**src/rtl/core/pfc_pkg.sv**
```systemverilog
// Shared types and constants for the packet frame checker.
// Depends on nothing; every other file of the block but pfc_if refers to it by scoped names.
package pfc_pkg;

    localparam int unsigned HEADER_BYTES = 14;
    localparam int unsigned CRC_BYTES    = 2;
    localparam int unsigned MIN_FRAME    = HEADER_BYTES + CRC_BYTES;

    localparam int unsigned CNT_W = 9;
    localparam int unsigned LEN_W = CNT_W + 1;
    localparam logic [CNT_W-1:0] COUNT_MAX = '1;

    // header byte offsets
    localparam logic [CNT_W-1:0] OFS_MAGIC = CNT_W'(0);
    localparam logic [CNT_W-1:0] OFS_TYPE  = CNT_W'(1);
    localparam logic [CNT_W-1:0] OFS_ACK   = CNT_W'(2);
    localparam logic [CNT_W-1:0] OFS_SRC   = CNT_W'(3);
    localparam logic [CNT_W-1:0] OFS_DST   = CNT_W'(7);
    localparam logic [CNT_W-1:0] OFS_SEQ   = CNT_W'(11);
    localparam logic [CNT_W-1:0] OFS_LEN   = CNT_W'(13);

    localparam logic [15:0] CRC_INIT = 16'hFFFF;
    localparam logic [15:0] CRC_POLY = 16'h1021;
    localparam logic [15:0] CRC_MSB  = 16'h8000;

    localparam logic [7:0] MAGIC_RESET   = 8'd0;
    localparam logic [7:0] MAX_LEN_RESET = 8'd255;

    // configuration register indexes
    localparam logic CFG_MAGIC_VALUE     = 1'b0;
    localparam logic CFG_MAX_PAYLOAD_LEN = 1'b1;

    typedef enum logic [2:0] {
        ST_OK        = 3'd0,
        ST_TOO_SHORT = 3'd1,
        ST_BAD_MAGIC = 3'd2,
        ST_TOO_LONG  = 3'd3,
        ST_LEN_MISM  = 3'd4,
        ST_CRC_MISM  = 3'd5
    } t_status;

    typedef struct packed {
        logic        payload_valid;
        logic [7:0]  payload_byte;
        logic        verdict_valid;
        t_status     status;
        logic [7:0]  frame_type;
        logic [7:0]  ack_req;
        logic [31:0] src_node;
        logic [31:0] dst_node;
        logic [15:0] sequence_res;
        logic [7:0]  declared_len;
    } t_result;

endpackage

```
**src/rtl/core/pfc_skid.sv**
```systemverilog
// Output register with a skid stage for the per-byte result.
// Depends on pfc_pkg for the result type.
module pfc_skid (
    input  logic             i_clk,
    input  logic             i_rst_n,
    input  logic             i_valid,
    output logic             o_ready,
    input  pfc_pkg::t_result i_data,
    output logic             o_valid,
    input  logic             i_ready,
    output pfc_pkg::t_result o_data
);

    logic             r_out_valid;
    pfc_pkg::t_result r_out;
    logic             r_skid_valid;
    pfc_pkg::t_result r_skid;
    logic             w_in_fire;
    logic             w_out_fire;

    assign o_ready    = !r_skid_valid;
    assign w_in_fire  = i_valid && !r_skid_valid;
    assign w_out_fire = r_out_valid && i_ready;
    assign o_valid    = r_out_valid;
    assign o_data     = r_out;

    always_ff @(posedge i_clk) begin
        if (!i_rst_n) begin
            r_out_valid  <= 1'b0;
            r_skid_valid <= 1'b0;
        end else if (w_in_fire) begin
            if (!r_out_valid || w_out_fire) begin
                r_out_valid <= 1'b1;
                r_out       <= i_data;
            end else begin
                r_skid_valid <= 1'b1;
                r_skid       <= i_data;
            end
        end else if (w_out_fire) begin
            // drain the skid stage first, else empty the output
            if (r_skid_valid) begin
                r_out        <= r_skid;
                r_skid_valid <= 1'b0;
            end else begin
                r_out_valid <= 1'b0;
            end
        end
    end

endmodule

```
**config.mk**
```make
export PLATFORM = sky130hd
export DESIGN_NAME = pfc_skid
export DESIGN_NICKNAME = d
export VERILOG_FILES = /design/src/rtl/core/pfc_pkg.sv /design/src/rtl/core/pfc_skid.sv
export SDC_FILE = /design/constraint.sdc
export NUM_CORES = 1
export LEC_CHECK = 0
export BUFFER_PORTS_ARGS = -buffer_cell sky130_fd_sc_hd__buf_2
export CAP_MARGIN = 5
export CELL_PAD_IN_SITES_DETAIL_PLACEMENT = 1
export CELL_PAD_IN_SITES_GLOBAL_PLACEMENT = 2
export CORE_MARGIN = 4
export CORE_UTILIZATION = 39
export DETAILED_ROUTE_END_ITERATION = 12
export MAX_ROUTING_LAYER = met4
export PLACE_DENSITY_LB_ADDON = 0.08
export SLEW_MARGIN = 25
export SYNTH_ARGS = -nofsm -noshare
export SYNTH_HDL_FRONTEND = slang
export SYNTH_SLANG_ARGS = --single-unit
```
**constraint.sdc**
```tcl
create_clock -name i_clk -period 11.8 [get_ports i_clk]
set_input_delay 0 -clock i_clk [delete_from_list [all_inputs] [get_ports i_clk]]
set_output_delay 0 -clock i_clk [all_outputs]
set_load 0.01 [all_outputs]
```
==> metrics <==
run status=complete, no violations; GRT Residual Overflow=0; # rows=55; ANT cells=0; First-pass DRT Iterations=4; hold path depth=3; CP startpoint=r_skid_valid; Critical Path RT=12,050 ps; final setup fails=0; Fmax=0.334 GHz; post-CTS sizing=0; routed wire length=roughly 20,000 um; detailed router's first-iteration violation count=210; root buf cell=clkbuf_16; cts hold-fix bufs=120; mean post-synth cell area=24.0 um2; clk_skew=8.03 ps; vias in the first global route=~5,500; crit path launch type=flip-flop; Worst R2R Start=r_skid_valid; measured slew at the worst slew-check pin=880 ps; post-route antenna net violation count=0; CP Class=reg2reg; clock sinks=236; VDD IR max=between 0.09 and 0.1 mV; CTS tree=built; final hold vios=0; largest fanout on the critical path=49; Die W=161 um; flops & latches, synth=236; crit path capture type=flip-flop; setup TNS=0 ps; Netlist Area Pre-Place=9080 um2; initial core utilization=0.399; Pins Over Slew Limit=0; WL/cell=18.0 um; worst hold start=i_valid; Max-Slew Margin vs Limit=0.413; initial antenna violation count=0; yosys warns=0; sequential share of the synthesized area=0.778; vias per inst=4.44; CTS H-tree lvls=1; DR DRC count=0; Port Buf Inserts=~240; post-DP HPWL=~13,000 um; share of cells above drive strength 1=0.516; global-route wire length before repair=30,800 um; Synth-to-Final Area Change=38.0%; Design Power=1900 uW; Unique masters post-synth=16; Post-Syn Instances=between 300 and 400; RD Place Congestion=0.750; Final period util=0.254; clk_lat worst skew=510 ps; Post-CTS Setup Inserts=0; Clock Tree Buf Depth=3; TritonCTS buffer count=26; pin count of the biggest net entering global routing=63; LEAKAGE=0.00498 uW; Reg2Reg Depth=5; Die Height=161 um; maxcap violations=0; slack of the worst reg-to-reg path=between 8000 and 9000 ps; Critical Path AT=3250 ps; ratio of total power to cell area=~150 nW/um2; Syn Nets=500; I/O Pins=240; RSZ-0062 raised after global routing=no; fin crit period=between 2000 and 3000 ps; core area=roughly 23,000 um2; via count=4,847; fin nets=between 800 and 900; GRT Util Overall=0.155; worst hold-check path type=in2reg; die footprint=roughly 26,000 um2; clock transition at the registers of the reported paths=60 ps
metal layers:
metal | vias to the layer above | wire length [um] | global-route usage
met2 | 161 | 10000 | 0.256
met3 | 32 | 1250 | 0.0334
met5 | - | 0 | -
li1 | 2276 | - | -
met1 | 2378 | 8020 | 0.196
met4 | 0 | 359 | 0.0375
final timing paths:
check | endpoint
worst max-delay path | o_data[65]
worst min-delay path | o_data[78]
worst max register to register | o_data[65]
worst min register to register | o_data[16]
cell usage after synthesis (all sizes together):
| master | count | share of area |
|---|---|---|
| o21ai | 1 | 0.00055 |
| nor2b | 1 | 0.00069 |
| or2 | 1 | 0.00069 |
| edfxtp | 234 | 0.77 |
| inv | 2 | 0.00083 |
| dfxtp | 2 | 0.0044 |
| buf | 13 | 0.027 |
| nand2b | 1 | 0.0015 |
| mux2 | 117 | 0.19 |
| nor3b | 1 | 0.00083 |
| nor3 | 1 | 0.00055 |
| o22ai | 1 | 0.00069 |
| a21oi | 2 | 0.0011 |
| nand2 | 2 | 0.00083 |
worst max-delay path, cell delays in order, from the launching register on:
cell and delay, ps:
dfxtp_1 410, nand2b_4 360, buf_4 720, buf_4 480
buf_16 320, mux2_4 330
cells in the final DEF, fill, tap and decap left out:
cell type / n
nor2b_1: 1
clkinv_2: 4
clkbuf_16: 27
dlygate4sd3_1: 120
o22ai_1: 1
buf_4: 7
clkbuf_1: 5
nor3b_1: 1
nand2b_4: 1
nand2_1: 2
dfxtp_1: 2
mux2_4: 101
bufinv_16: 1
clkinvlp_4: 1
clkinv_1: 7
o21ai_0: 1
a21oi_4: 1
buf_16: 2
inv_1: 2
nor3_2: 1
or2_2: 1
a21oi_1: 1
edfxtp_1: 234
buf_2: 239
mux2_2: 16
state kept, by name, indices dropped and copies added, names as in the netlist:
| signal | count |
|---|---|
| o_data | 117 |
| r_skid | 117 |
| o_valid | 1 |
| r_skid_valid | 1 |
cell type report:
class                      instances  area, um2
sequential                       236       7070
clock inverter                    13       83.8
tap                              313        392
multi-input combinational        128       1780
inverter                           2       7.51
fill                            2115      10200
clock buffer                      32        694
timing repair buffer             368       2500
metrics by stage:
stage | setup slack (ps) | cells | instance area [um2] | utilization | hold WS, ps
2_1_floorplan | 2390 | 379 | 9080 | - | 98.9
3_3_place_gp | 8710 | 925 | 10500 | 0.461 | 192
3_5_place_dp | 8620 | 926 | 10500 | 0.462 | 192
4_1_cts | 8610 | 1091 | 12500 | 0.549 | 183
5_1_grt | 8670 | 1092 | 12500 | 0.550 | 202
6_report | 8810 | 1092 | 12500 | 0.550 | 193
cell families after synthesis:
kind of cell | after synthesis | synth area share
flip-flops | 236 | 0.778
multiplexers | 117 | 0.187
buffers and inverters | 15 | 0.0276
AND/OR/NAND/NOR | 7 | 0.00510
AO/OA/AOI/OAI | 4 | 0.00234
report_power, final:
group / total, uW / internal, uW / switching, uW
combinational: 189 / 105 / 83.5
sequential: 970 / 962 / 8.20
clock: 742 / 435 / 307
No activity file was read; power rests on OpenSTA's default activity.
